File: src/hdl/pslex_pkg.sv
`timescale 1ns / 1ps
`default_nettype none
package pslex_pkg;

  // Token kinds reported on token_kind.
  localparam logic [5:0] K_ERROR   = 6'd0;
  localparam logic [5:0] K_END     = 6'd1;
  localparam logic [5:0] K_COMMENT = 6'd2;
  localparam logic [5:0] K_NUMBER  = 6'd3;
  localparam logic [5:0] K_IDENT   = 6'd4;
  localparam logic [5:0] K_CHAR    = 6'd5;
  localparam logic [5:0] K_KW0     = 6'd6;
  localparam logic [5:0] K_PLUS    = 6'd26;
  localparam logic [5:0] K_MINUS   = 6'd27;
  localparam logic [5:0] K_STAR    = 6'd28;
  localparam logic [5:0] K_SEMI    = 6'd29;
  localparam logic [5:0] K_COLON   = 6'd30;
  localparam logic [5:0] K_ASSIGN  = 6'd31;
  localparam logic [5:0] K_LPAR    = 6'd32;
  localparam logic [5:0] K_RPAR    = 6'd33;
  localparam logic [5:0] K_DOT     = 6'd34;
  localparam logic [5:0] K_COMMA   = 6'd35;
  localparam logic [5:0] K_EQ      = 6'd36;
  localparam logic [5:0] K_GT      = 6'd37;
  localparam logic [5:0] K_GE      = 6'd38;
  localparam logic [5:0] K_LT      = 6'd39;
  localparam logic [5:0] K_NE      = 6'd40;
  localparam logic [5:0] K_LE      = 6'd41;

  // Largest exponent that scaling honors.
  localparam logic [5:0] EXP_CAP = 6'd63;

  // Output field widths.
  localparam int TOKEN_VALUE_W = 32;
  localparam int LINE_NUMBER_W = 16;

  // Keyword table: right-justified strings and their lengths.
  localparam int KW_COUNT = 20;
  localparam int KW_SPAN  = 8;
  localparam logic [63:0] KW_STR [KW_COUNT] = '{
    "program", "var", "begin", "end", "if", "then", "else", "while", "do",
    "read", "write", "char", "integer", "boolean", "div", "or", "and",
    "not", "true", "false"
  };
  localparam int KW_LEN [KW_COUNT] = '{
    7, 3, 5, 3, 2, 4, 4, 5, 2, 4, 5, 4, 7, 7, 3, 2, 3, 3, 4, 5
  };

  // Source of token_value for a result.
  typedef enum logic [1:0] {
    VS_ZERO  = 2'd0,
    VS_NUM   = 2'd1,
    VS_CHAR  = 2'd2,
    VS_IDENT = 2'd3
  } val_sel_t;

  // Commands from the controller to the datapath.
  typedef struct packed {
    logic       load_byte;
    logic       emit;
    logic [5:0] kind;
    val_sel_t   vsel;
    logic       last;
    logic       mant_start;
    logic       mant_acc;
    logic       exp_load;
    logic       exp_acc;
    logic       scale_step;
    logic       id_start;
    logic       id_push;
    logic       run_clear;
    logic       run_step;
    logic       char_load;
    logic       line_inc;
  } cmd_t;

  // Status from the datapath to the controller.
  typedef struct packed {
    logic [7:0] byte_val;
    logic       out_free;
    logic       exp_zero;
    logic       id_full;
    logic       run_last;
    logic [5:0] kw_kind;
  } status_t;

  // Returns the keyword kind for the stored identifier, or K_IDENT if none.
  // Byte j of chars sits at bits [8j+7:8j].
  function automatic logic [5:0] kw_lookup(input logic [63:0] chars,
                                           input logic [5:0]  len);
    logic [5:0] res;
    logic       hit;
    int         k;
    int         j;
    res = K_IDENT;
    for (k = KW_COUNT - 1; k >= 0; k--) begin
      hit = (len == 6'(KW_LEN[k]));
      for (j = 0; j < KW_SPAN; j++) begin
        if (j < KW_LEN[k]) begin
          if (chars[8*j +: 8] != KW_STR[k][8*(KW_LEN[k]-1-j) +: 8]) begin
            hit = 1'b0;
          end
        end
      end
      if (hit) begin
        res = K_KW0 + 6'(k);
      end
    end
    return res;
  endfunction

endpackage
`default_nettype wire

File: src/hdl/pslex_dp.sv
`timescale 1ns / 1ps
`default_nettype none
module pslex_dp #(
  parameter int MAX_ID_LEN  = 16,
  parameter int VALUE_WIDTH = 32,
  parameter int LINE_WIDTH  = 16
) (
  input  wire                  clk,
  input  wire                  rst,
  input  wire [7:0]            in_byte,
  input  wire                  cfg_write,
  input  wire [15:0]           cfg_data,
  input  wire                  out_stall,
  input  pslex_pkg::cmd_t      cmd,
  output pslex_pkg::status_t   status,
  output logic                 out_valid,
  output logic [5:0]           token_kind,
  output logic [15:0]          line_number,
  output logic [31:0]          token_value,
  output logic [7:0]           id_char,
  output logic                 last
);
  import pslex_pkg::*;

  localparam int IDX_W = (MAX_ID_LEN > 1) ? $clog2(MAX_ID_LEN) : 1;
  localparam int LEN_W = $clog2(MAX_ID_LEN + 1);

  logic [7:0]             byte_reg;
  logic [LINE_WIDTH-1:0]  line_count;
  logic [7:0]             ident_chars [MAX_ID_LEN];
  logic [LEN_W-1:0]       ident_length;
  logic [IDX_W-1:0]       run_idx;
  logic [VALUE_WIDTH-1:0] mantissa;
  logic [5:0]             exponent_count;
  logic [7:0]             char_literal;
  logic [3:0]             digit;
  logic [9:0]             exp_mul;
  logic [63:0]            kw_chars;
  logic [7:0]             run_char;

  assign digit    = byte_reg[3:0];
  assign exp_mul  = 10'({exponent_count, 3'b000}) + 10'({exponent_count, 1'b0}) + 10'(digit);
  assign run_char = ident_chars[run_idx];

  // Leading identifier bytes for the keyword compare.
  for (genvar j = 0; j < KW_SPAN; j++) begin : g_kw
    if (j < MAX_ID_LEN) begin : g_have
      assign kw_chars[8*j +: 8] = ident_chars[j];
    end else begin : g_none
      assign kw_chars[8*j +: 8] = 8'h00;
    end
  end

  // Status back to the controller.
  always_comb begin
    status.byte_val = byte_reg;
    status.out_free = !out_valid || !out_stall;
    status.exp_zero = (exponent_count == 6'd0);
    status.id_full  = (ident_length == LEN_W'(MAX_ID_LEN));
    status.run_last = ((LEN_W'(run_idx) + LEN_W'(1)) == ident_length);
    status.kw_kind  = kw_lookup(kw_chars, 6'(ident_length));
  end

  // Line counter and output valid.
  always_ff @(posedge clk) begin
    if (rst) begin
      line_count <= LINE_WIDTH'(1);
      out_valid  <= 1'b0;
    end else begin
      if (cfg_write) begin
        line_count <= LINE_WIDTH'(cfg_data);
      end else if (cmd.line_inc && (line_count != '1)) begin
        line_count <= line_count + LINE_WIDTH'(1);
      end
      if (cmd.emit) begin
        out_valid <= 1'b1;
      end else if (!out_stall) begin
        out_valid <= 1'b0;
      end
    end
  end

  // Token registers and the identifier store.
  always_ff @(posedge clk) begin
    if (cmd.load_byte) begin
      byte_reg <= in_byte;
    end
    if (cmd.mant_start) begin
      mantissa       <= VALUE_WIDTH'(digit);
      exponent_count <= 6'd0;
    end else if (cmd.mant_acc) begin
      mantissa <= (mantissa << 3) + (mantissa << 1) + VALUE_WIDTH'(digit);
    end else if (cmd.scale_step) begin
      mantissa       <= (mantissa << 3) + (mantissa << 1);
      exponent_count <= exponent_count - 6'd1;
    end
    if (cmd.exp_load) begin
      exponent_count <= 6'(digit);
    end else if (cmd.exp_acc) begin
      exponent_count <= (exp_mul > 10'(EXP_CAP)) ? EXP_CAP : exp_mul[5:0];
    end
    if (cmd.id_start) begin
      ident_chars[0] <= byte_reg;
      ident_length   <= LEN_W'(1);
    end else if (cmd.id_push) begin
      ident_chars[ident_length[IDX_W-1:0]] <= byte_reg;
      ident_length <= ident_length + LEN_W'(1);
    end
    if (cmd.run_clear) begin
      run_idx <= '0;
    end else if (cmd.run_step) begin
      run_idx <= run_idx + IDX_W'(1);
    end
    if (cmd.char_load) begin
      char_literal <= byte_reg;
    end
    if (cmd.emit) begin
      token_kind  <= cmd.kind;
      line_number <= LINE_NUMBER_W'(line_count);
      last        <= cmd.last;
      id_char     <= (cmd.vsel == VS_IDENT) ? run_char : 8'h00;
      case (cmd.vsel)
        VS_NUM:   token_value <= TOKEN_VALUE_W'(mantissa);
        VS_CHAR:  token_value <= TOKEN_VALUE_W'(char_literal);
        VS_IDENT: token_value <= TOKEN_VALUE_W'(ident_length);
        default:  token_value <= '0;
      endcase
    end
  end

endmodule
`default_nettype wire

File: src/hdl/pslex_ctrl.sv
`timescale 1ns / 1ps
`default_nettype none
module pslex_ctrl (
  input  wire                clk,
  input  wire                rst,
  input  wire                in_valid,
  output logic               in_stall,
  input  pslex_pkg::status_t status,
  output pslex_pkg::cmd_t    cmd
);
  import pslex_pkg::*;

  // Sequencing phases.
  typedef enum logic [6:0] {
    PH_WAIT  = 7'b0000001,
    PH_MODE  = 7'b0000010,
    PH_SCALE = 7'b0000100,
    PH_IDOUT = 7'b0001000,
    PH_START = 7'b0010000,
    PH_HALT  = 7'b0100000,
    PH_RUN0  = 7'b1000000
  } phase_t;

  // Lexical scan modes.
  typedef enum logic [12:0] {
    M_IDLE     = 13'b0000000000001,
    M_PAREN    = 13'b0000000000010,
    M_COMMENT  = 13'b0000000000100,
    M_NUM      = 13'b0000000001000,
    M_NUM_D    = 13'b0000000010000,
    M_NUM_PLUS = 13'b0000000100000,
    M_NUM_EXP  = 13'b0000001000000,
    M_IDENT    = 13'b0000010000000,
    M_QUOTE    = 13'b0000100000000,
    M_QCHAR    = 13'b0001000000000,
    M_COLON    = 13'b0010000000000,
    M_GT       = 13'b0100000000000,
    M_LT       = 13'b1000000000000
  } mode_t;

  phase_t     phase, phase_next;
  mode_t      mode, mode_next;
  logic       star_seen, star_seen_next;
  logic [7:0] b;
  logic       is_digit, is_alpha;

  // Start-of-token decode.
  logic       s_emit, s_halt, s_inc, s_mant, s_id;
  logic [5:0] s_kind;
  mode_t      s_mode;

  assign b        = status.byte_val;
  assign is_digit = (b >= "0") && (b <= "9");
  assign is_alpha = ((b >= "a") && (b <= "z")) || ((b >= "A") && (b <= "Z")) || (b == "_");
  assign in_stall = !((phase == PH_WAIT) || (phase == PH_HALT));

  // Decode of a byte that begins a token.
  always_comb begin
    s_emit = 1'b0;
    s_halt = 1'b0;
    s_inc  = 1'b0;
    s_mant = 1'b0;
    s_id   = 1'b0;
    s_kind = K_ERROR;
    s_mode = M_IDLE;
    case (b) inside
      "\n":      s_inc = 1'b1;
      " ", "\t": s_inc = 1'b0;
      8'h00: begin
        s_emit = 1'b1;
        s_kind = K_END;
        s_halt = 1'b1;
      end
      "'": s_mode = M_QUOTE;
      "(": s_mode = M_PAREN;
      ":": s_mode = M_COLON;
      ">": s_mode = M_GT;
      "<": s_mode = M_LT;
      "+": begin s_emit = 1'b1; s_kind = K_PLUS;  end
      "-": begin s_emit = 1'b1; s_kind = K_MINUS; end
      "*": begin s_emit = 1'b1; s_kind = K_STAR;  end
      ";": begin s_emit = 1'b1; s_kind = K_SEMI;  end
      ")": begin s_emit = 1'b1; s_kind = K_RPAR;  end
      ".": begin s_emit = 1'b1; s_kind = K_DOT;   end
      ",": begin s_emit = 1'b1; s_kind = K_COMMA; end
      "=": begin s_emit = 1'b1; s_kind = K_EQ;    end
      default: begin
        if (is_digit) begin
          s_mant = 1'b1;
          s_mode = M_NUM;
        end else if (is_alpha) begin
          s_id   = 1'b1;
          s_mode = M_IDENT;
        end else begin
          s_emit = 1'b1;
          s_kind = K_ERROR;
          s_halt = 1'b1;
        end
      end
    endcase
  end

  // Next phase, next mode and datapath commands.
  always_comb begin
    phase_next     = phase;
    mode_next      = mode;
    star_seen_next = star_seen;
    cmd            = '0;
    cmd.vsel       = VS_ZERO;
    cmd.kind       = K_ERROR;
    cmd.last       = 1'b1;

    unique case (phase)
      PH_WAIT: begin
        if (in_valid) begin
          phase_next = PH_MODE;
        end
      end
      PH_HALT: begin
        phase_next = PH_HALT;
      end
      PH_SCALE: begin
        if (status.exp_zero) begin
          cmd.emit   = 1'b1;
          cmd.kind   = K_NUMBER;
          cmd.vsel   = VS_NUM;
          phase_next = PH_START;
        end else begin
          cmd.scale_step = 1'b1;
        end
      end
      PH_RUN0: begin
        cmd.run_clear = 1'b1;
        phase_next    = PH_IDOUT;
      end
      PH_IDOUT: begin
        cmd.emit = 1'b1;
        if (status.kw_kind != K_IDENT) begin
          cmd.kind   = status.kw_kind;
          phase_next = PH_START;
        end else begin
          cmd.kind     = K_IDENT;
          cmd.vsel     = VS_IDENT;
          cmd.last     = status.run_last;
          cmd.run_step = 1'b1;
          if (status.run_last) begin
            phase_next = PH_START;
          end
        end
      end
      PH_START: begin
        cmd.emit       = s_emit;
        cmd.kind       = s_kind;
        cmd.line_inc   = s_inc;
        cmd.mant_start = s_mant;
        cmd.id_start   = s_id;
        mode_next      = s_mode;
        phase_next     = s_halt ? PH_HALT : PH_WAIT;
      end
      PH_MODE: begin
        phase_next = PH_WAIT;
        unique case (mode)
          M_IDLE: begin
            cmd.emit       = s_emit;
            cmd.kind       = s_kind;
            cmd.line_inc   = s_inc;
            cmd.mant_start = s_mant;
            cmd.id_start   = s_id;
            mode_next      = s_mode;
            phase_next     = s_halt ? PH_HALT : PH_WAIT;
          end
          M_PAREN: begin
            if (b == "*") begin
              mode_next      = M_COMMENT;
              star_seen_next = 1'b0;
            end else begin
              cmd.emit   = 1'b1;
              cmd.kind   = K_LPAR;
              mode_next  = M_IDLE;
              phase_next = PH_START;
            end
          end
          M_COMMENT: begin
            if (b == 8'h00) begin
              cmd.emit   = 1'b1;
              mode_next  = M_IDLE;
              phase_next = PH_HALT;
            end else if (star_seen && (b == ")")) begin
              cmd.emit       = 1'b1;
              cmd.kind       = K_COMMENT;
              star_seen_next = 1'b0;
              mode_next      = M_IDLE;
            end else begin
              star_seen_next = (b == "*");
            end
          end
          M_NUM: begin
            if (is_digit) begin
              cmd.mant_acc = 1'b1;
            end else if ((b == "d") || (b == "D")) begin
              mode_next = M_NUM_D;
            end else begin
              mode_next  = M_IDLE;
              phase_next = PH_SCALE;
            end
          end
          M_NUM_D, M_NUM_PLUS: begin
            if ((mode == M_NUM_D) && (b == "+")) begin
              mode_next = M_NUM_PLUS;
            end else if (is_digit) begin
              cmd.exp_load = 1'b1;
              mode_next    = M_NUM_EXP;
            end else begin
              cmd.emit   = 1'b1;
              mode_next  = M_IDLE;
              phase_next = PH_HALT;
            end
          end
          M_NUM_EXP: begin
            if (is_digit) begin
              cmd.exp_acc = 1'b1;
            end else begin
              mode_next  = M_IDLE;
              phase_next = PH_SCALE;
            end
          end
          M_IDENT: begin
            if (is_digit || is_alpha) begin
              if (status.id_full) begin
                cmd.emit   = 1'b1;
                mode_next  = M_IDLE;
                phase_next = PH_HALT;
              end else begin
                cmd.id_push = 1'b1;
              end
            end else begin
              mode_next  = M_IDLE;
              phase_next = PH_RUN0;
            end
          end
          M_QUOTE: begin
            if ((b == "'") || (b == 8'h00) || (b == "\n")) begin
              cmd.emit   = 1'b1;
              mode_next  = M_IDLE;
              phase_next = PH_HALT;
            end else begin
              cmd.char_load = 1'b1;
              mode_next     = M_QCHAR;
            end
          end
          M_QCHAR: begin
            cmd.emit  = 1'b1;
            mode_next = M_IDLE;
            if (b == "'") begin
              cmd.kind = K_CHAR;
              cmd.vsel = VS_CHAR;
            end else begin
              phase_next = PH_HALT;
            end
          end
          M_COLON: begin
            cmd.emit  = 1'b1;
            mode_next = M_IDLE;
            if (b == "=") begin
              cmd.kind = K_ASSIGN;
            end else begin
              cmd.kind   = K_COLON;
              phase_next = PH_START;
            end
          end
          M_GT: begin
            cmd.emit  = 1'b1;
            mode_next = M_IDLE;
            if (b == "=") begin
              cmd.kind = K_GE;
            end else begin
              cmd.kind   = K_GT;
              phase_next = PH_START;
            end
          end
          M_LT: begin
            cmd.emit  = 1'b1;
            mode_next = M_IDLE;
            if (b == ">") begin
              cmd.kind = K_NE;
            end else if (b == "=") begin
              cmd.kind = K_LE;
            end else begin
              cmd.kind   = K_LT;
              phase_next = PH_START;
            end
          end
          default: begin
            mode_next = M_IDLE;
          end
        endcase
      end
      default: begin
        phase_next = PH_WAIT;
      end
    endcase

    // A result waits while the output register is still full.
    if (cmd.emit && !status.out_free) begin
      cmd            = '0;
      cmd.vsel       = VS_ZERO;
      cmd.kind       = K_ERROR;
      cmd.last       = 1'b1;
      phase_next     = phase;
      mode_next      = mode;
      star_seen_next = star_seen;
    end

    // Byte capture on an input transfer.
    cmd.load_byte = in_valid && (phase == PH_WAIT);
  end

  // Controller registers.
  always_ff @(posedge clk) begin
    if (rst) begin
      phase     <= PH_WAIT;
      mode      <= M_IDLE;
      star_seen <= 1'b0;
    end else begin
      phase     <= phase_next;
      mode      <= mode_next;
      star_seen <= star_seen_next;
    end
  end

endmodule
`default_nettype wire

File: src/hdl/pascal_subset_lexer_core.sv
`timescale 1ns / 1ps
`default_nettype none
// Streaming lexer for a small Pascal-like language. Source bytes enter one
// per transfer on in_byte (zero ends the text); tokens leave as results with
// kind, starting line, value, identifier character and a last flag, and an
// identifier leaves as one result per character. A byte that causes no
// result is captured and then decoded in the scan controller. A byte that
// closes a pending token and starts another is decoded a second time as the
// start of a token. A byte that closes a number first goes to the scale
// phase, where the shift-add scaler multiplies the mantissa by ten once a
// cycle for each power of ten in its exponent (up to 63 steps) before the
// number is reported. A byte that closes an identifier passes a setup step,
// then gives one result for a keyword or one per character otherwise. A
// result waits while the output register is full and stalled. After an
// error or the end of text the block keeps taking bytes and reports nothing
// until reset. Writing cfg_data with cfg_write loads the line counter.
module pascal_subset_lexer_core #(
  parameter int MAX_ID_LEN  = 16,
  parameter int VALUE_WIDTH = 32,
  parameter int LINE_WIDTH  = 16
) (
  input  wire         clk,
  input  wire         rst,
  input  wire         in_valid,
  output logic        in_stall,
  input  wire [7:0]   in_byte,
  input  wire         cfg_write,
  input  wire [15:0]  cfg_data,
  output logic        out_valid,
  input  wire         out_stall,
  output logic [5:0]  token_kind,
  output logic [15:0] line_number,
  output logic [31:0] token_value,
  output logic [7:0]  id_char,
  output logic        last
);
  import pslex_pkg::*;

  cmd_t    cmd;
  status_t status;

  // Scan controller.
  pslex_ctrl u_ctrl (
    .clk      (clk),
    .rst      (rst),
    .in_valid (in_valid),
    .in_stall (in_stall),
    .status   (status),
    .cmd      (cmd)
  );

  // Token datapath and output register.
  pslex_dp #(
    .MAX_ID_LEN  (MAX_ID_LEN),
    .VALUE_WIDTH (VALUE_WIDTH),
    .LINE_WIDTH  (LINE_WIDTH)
  ) u_dp (
    .clk         (clk),
    .rst         (rst),
    .in_byte     (in_byte),
    .cfg_write   (cfg_write),
    .cfg_data    (cfg_data),
    .out_stall   (out_stall),
    .cmd         (cmd),
    .status      (status),
    .out_valid   (out_valid),
    .token_kind  (token_kind),
    .line_number (line_number),
    .token_value (token_value),
    .id_char     (id_char),
    .last        (last)
  );

endmodule
`default_nettype wire

File: config.mk
export PLATFORM = sky130hd
export DESIGN_NAME = pascal_subset_lexer_core
export DESIGN_NICKNAME = d
export VERILOG_FILES = /design/src/hdl/pslex_pkg.sv /design/src/hdl/pslex_dp.sv /design/src/hdl/pslex_ctrl.sv /design/src/hdl/pascal_subset_lexer_core.sv
export SDC_FILE = /design/constraint.sdc
export NUM_CORES = 1
export LEC_CHECK = 0
export BUFFER_PORTS_ARGS = -buffer_cell sky130_fd_sc_hd__buf_2
export CORE_MARGIN = 4
export CORE_UTILIZATION = 55
export CTS_CLUSTER_SIZE = 28
export DETAILED_ROUTE_END_ITERATION = 8
export PLACE_DENSITY = 0.81
export SLEW_MARGIN = 10
export SYNTH_ARGS = -nofsm -noshare
export SYNTH_HDL_FRONTEND = slang
export SYNTH_SLANG_ARGS = --single-unit
File: constraint.sdc
create_clock -name clk -period 19.4 [get_ports clk]
set_clock_uncertainty 0.2 [all_clocks]
set_input_delay 2.91 -clock clk [delete_from_list [all_inputs] [get_ports clk]]
set_output_delay 2.91 -clock clk [all_outputs]
set_load 0.01 [all_outputs]
==> results list <==
- In the finished design, the share of the clock period the worst path needs comes to 0.262.
- Post-CTS Setup Bufs: 0
* Most used cells in the layout excluding fill and tap cells: sky130_fd_sc_hd__edfxtp_1 (215), sky130_fd_sc_hd__nor2_1 (136), sky130_fd_sc_hd__nand2_1 (136), sky130_fd_sc_hd__buf_2 (93), sky130_fd_sc_hd__a21oi_1 (91)
- Net load switching power: 0.000422 W
- The largest registers in the layout are u_dp.ident_chars: 128 flops, u_dp.mantissa: 32 flops, u_dp.token_value: 32 flops.
- Master of the slowest instance on the critical path: sky130_fd_sc_hd__nand2_1
- Gr ovfl total: 0
- Of the total synthesized cell area, the portion taken by XOR and XNOR cells is 0.0384.
* Setup_tns: 0 ns
- For this run, the detailed router's first-pass iteration total came to 6.
- In this design, the stage delay of the slowest critical-path cell is 0.67 ns.
- Clk pwr share: 0.364
- Endpoint kind of the worst setup timing path: flop
- The die is between 150 and 200 µm tall.
- Of the total synthesized cell area, the portion taken by AND, OR, NAND and NOR gates is 0.233.
- FMAX: 196 MHz
- Initial Utilization: 0.558
* Final worst setup slack: 14.31 ns
* Mean Syn Cell Area: 10.4 µm²
- After synthesis the netlist holds a flip-flop and latch count of roughly 290.
- For this run, the post-layout net count is approximately 1800.
* Share of total power in combinational logic: 0.137
- Pin count of the biggest net entering global routing: 64
- The later pin in the worst-skew pair is clocked with a latency of 0.58 ns.
* Detail Placement HPWL: 34400 µm
- Warnings from Yosys: 0
* Critical path type: in -> reg
* Worst setup slack after placement: 13.74 ns
- Synthesized netlist net count: 1725
- The routed design could run at a clock period as short as roughly 5.1 ns.
- Layout cell share with drive strength beyond 1: 0.133
- In this run the worst path has a maximum fanout of 30.
- Clock-pin slew reported for the worst setup and hold paths after clock tree synthesis: 0.06 ns
- Clock buffer depth: 3
* Num CTS Buffers: 29
* Number of max-capacitance violations reported: 0
- Measured along the x axis, the die boundary spans 184 µm.
* Wire length of the first global-routing pass: 76700 µm
- Arrival time of data at the critical path endpoint: between 5 and 6 ns
- Average vias per placed instance: 6.75
- Final hold violations: 0
- Leaving out fill and tap cells, the most frequent cell in the layout is sky130_fd_sc_hd__edfxtp_1.
* Max transition margin: 0.252
- Final routed wire length divided by cell count: 23.1 µm
* Wirelength, routed: 48800 µm
* Diode insertion count for antenna repair: 0
- Total GRT Usage: 0.282
- Total setup violations reported at the end of the flow: 0
- CTS H-tree depth: 1
- Setup repair after global routing left no endpoint under its margin.
* Number of unique standard cell types used by synthesis: 88
- Yosys mapped a number of flops with a built-in enable equal to roughly 220.
* Max-slew violation count: 0
- The floorplan step defined a die boundary enclosing 33900 µm².
- Buffers inserted to repair hold after CTS numbered 0.
- Leakage power figure: 6.58 nW
- The register with the most flip-flops in the layout has around 130 of them.
- The number of antenna violations at the first check in global routing is 2.
* Compound-gate portion of the synthesized area: 0.131
- Worst path most repeated cell: sky130_fd_sc_hd__nand2_1
- Summing every instance area after synthesis gives 17100 µm².
* Routed Antenna Nets: 0
- Counting every instance in the synthesized netlist gives approximately 1600.
* Worst supply voltage drop on vdd: 0.0687 mV
- Measured against the total synthesized area, the mux share comes to 0.0600.
- Number of global-route vias before repair: 13755
- Input and output buffers added on the ports amount to a little over 90.
- The internal portion of the total power is 0.00110 W.
* Root buffer cell: sky130_fd_sc_hd__clkbuf_16
- Num Clock Sinks: 292
- TritonCTS clock tree: yes
- The share of total power dissipated in sequential elements is 0.499.
* Worst hold slack after final layout: approximately 0.28 ns
- Largest register by flop count: u_dp.ident_chars
- After detailed routing, the number of remaining DRC violations is 0.
- The flow ran to the end, and the final reports show no timing, DRC or antenna violations.
- Cell area power density: 80.9 nW/µm²
- Standard-cell row count: 64
* Largest family of logic cells by synthesized area: simple AND/OR/NAND/NOR gates
- Adder and majority cell fraction of the synthesized area: 0.0406
- Post_cts resized: 0
- Total power for the finished layout comes to 0.00152 W.
* Post-synthesis to final-layout area growth: 9.93%
- Top-Level Pins: 94
* Sort of element at the start of the critical path: input port
- The critical path goes through buf_2 > nand2_1 > a211o_1 > o21a_1 > nand2_1 > or4_1 > a21oi_1.
- In this run the standard cell core region covers 30600 µm².
- Final Core Density: 0.613
* Hold/Removal Path Class: reg -> reg
- At the end of routability-driven placement, the weighted congestion stood at roughly 1.0.
* Data required time at the worst endpoint: 19.70 ns
- Number of vias in the routed layout: approximately 14000
- Of the total power, the share spent switching nets is 0.278.
- Fraction of registers with async set/reset: 0
- Most used flip-flop cell after synthesis: sky130_fd_sc_hd__edfxtp_1
* Count of routing violations after the opening detailed-route iteration: 1706
* Proportion of synthesized chip area in sequential cells: 0.469
- Transition time at the pin with the least slew margin: 1.11 ns
-- through the flow --
| step | cells | instance area (µm²) |
|---|---|---|
| after floorplan | 1643 | 17100 |
| after global placement | 2064 | 17800 |
| after detailed placement | 2064 | 17800 |
| after CTS | 2117 | 18700 |
| after global routing | 2117 | 18700 |
| final | 2117 | 18700 |
-- cells by family (layout without fill, tap and decap cells) --
kind of cell / Yosys count / in the layout
buffers and inverters: 118 / 196
xor gates and xnor gates: 74 / 74
muxes: 52 / 52
AOI/OAI and AO/OA: 336 / 336
and+or+nand+nor: 718 / 718
DFF: 292 / 292
adders and majority gates: 53 / 53
-- Yosys cell counts, types with 18 or more instances --
cell type,number,area (µm²)
sky130_fd_sc_hd__xor2_1,29,254
sky130_fd_sc_hd__a21o_1,21,158
sky130_fd_sc_hd__edfxtp_1,215,6460
sky130_fd_sc_hd__a21oi_1,92,460
sky130_fd_sc_hd__and3_1,41,257
sky130_fd_sc_hd__dfxtp_1,77,1540
sky130_fd_sc_hd__o21ai_0,62,310
sky130_fd_sc_hd__nor2_1,137,514
sky130_fd_sc_hd__nand3_1,60,300
sky130_fd_sc_hd__nor2b_1,21,131
sky130_fd_sc_hd__mux4_2,40,901
sky130_fd_sc_hd__clkbuf_1,67,251
sky130_fd_sc_hd__ha_1,49,613
sky130_fd_sc_hd__or4_1,18,135
sky130_fd_sc_hd__inv_1,32,120
sky130_fd_sc_hd__or3_1,23,144
sky130_fd_sc_hd__nor3_1,54,270
sky130_fd_sc_hd__nand2_1,136,510
sky130_fd_sc_hd__nand4_1,51,319
sky130_fd_sc_hd__xnor2_1,44,385
sky130_fd_sc_hd__and2_1,27,169
sky130_fd_sc_hd__nor4_1,37,231
-- layer usage --
| metal | vias to the layer above | global-route usage | wire length (µm) |
|---|---|---|---|
| met5 | - | 0 | 27 |
| met4 | 4 | 0.110 | 2270 |
| met3 | 167 | 0.0519 | 4730 |
| met2 | 823 | 0.451 | 22300 |
| met1 | 6800 | 0.386 | 19500 |
| li1 | 6486 | - | - |
-- final cells by class --
| class | instances | area, µm² |
|---|---|---|
| Timing Repair Buffer | 109 | 586 |
| Clock inverter | 14 | 113 |
| Clock buffer | 39 | 816 |
| Inverter | 34 | 128 |
| Tap cell | 396 | 495 |
| Sequential cell | 292 | 8000 |
| Fill cell | 2470 | 11800 |
| Multi-Input combinational cell | 1233 | 8610 |
-- power by group through the flow --
stage / combinational, W / sequential (W) / clock [W]
final: 0.000208 / 0.000757 / 0.000552
after global routing: 0.000225 / 0.000760 / 0.000588
after CTS: 0.000204 / 0.000756 / 0.000558
after detailed placement: 0.000203 / 0.000769 / 0
after global placement: 0.000199 / 0.000768 / 0
after floorplan: 0.000116 / 0.000773 / 0
-- worst max-delay path: cells and delay by family --
family / cells / cell delay, ns
and+or+nand+nor: 3 / 1.71
buffers and inverters: 1 / 0.13
AOI/OAI and AO/OA: 3 / 0.64
-- worst paths after layout --
check	from	endpoint	slack, ns	depth (start not counted)
max reg2reg	u_dp.byte_reg[4]	u_dp.mantissa[30]	14.39	9
min	u_dp.line_count[5]	u_dp.line_number[5]	0.28	0
min reg2reg	u_dp.line_count[5]	u_dp.line_number[5]	0.28	0
max	out_stall	u_ctrl.mode[1]	14.31	7
Note: power is estimated with default switching activity, not from simulation.
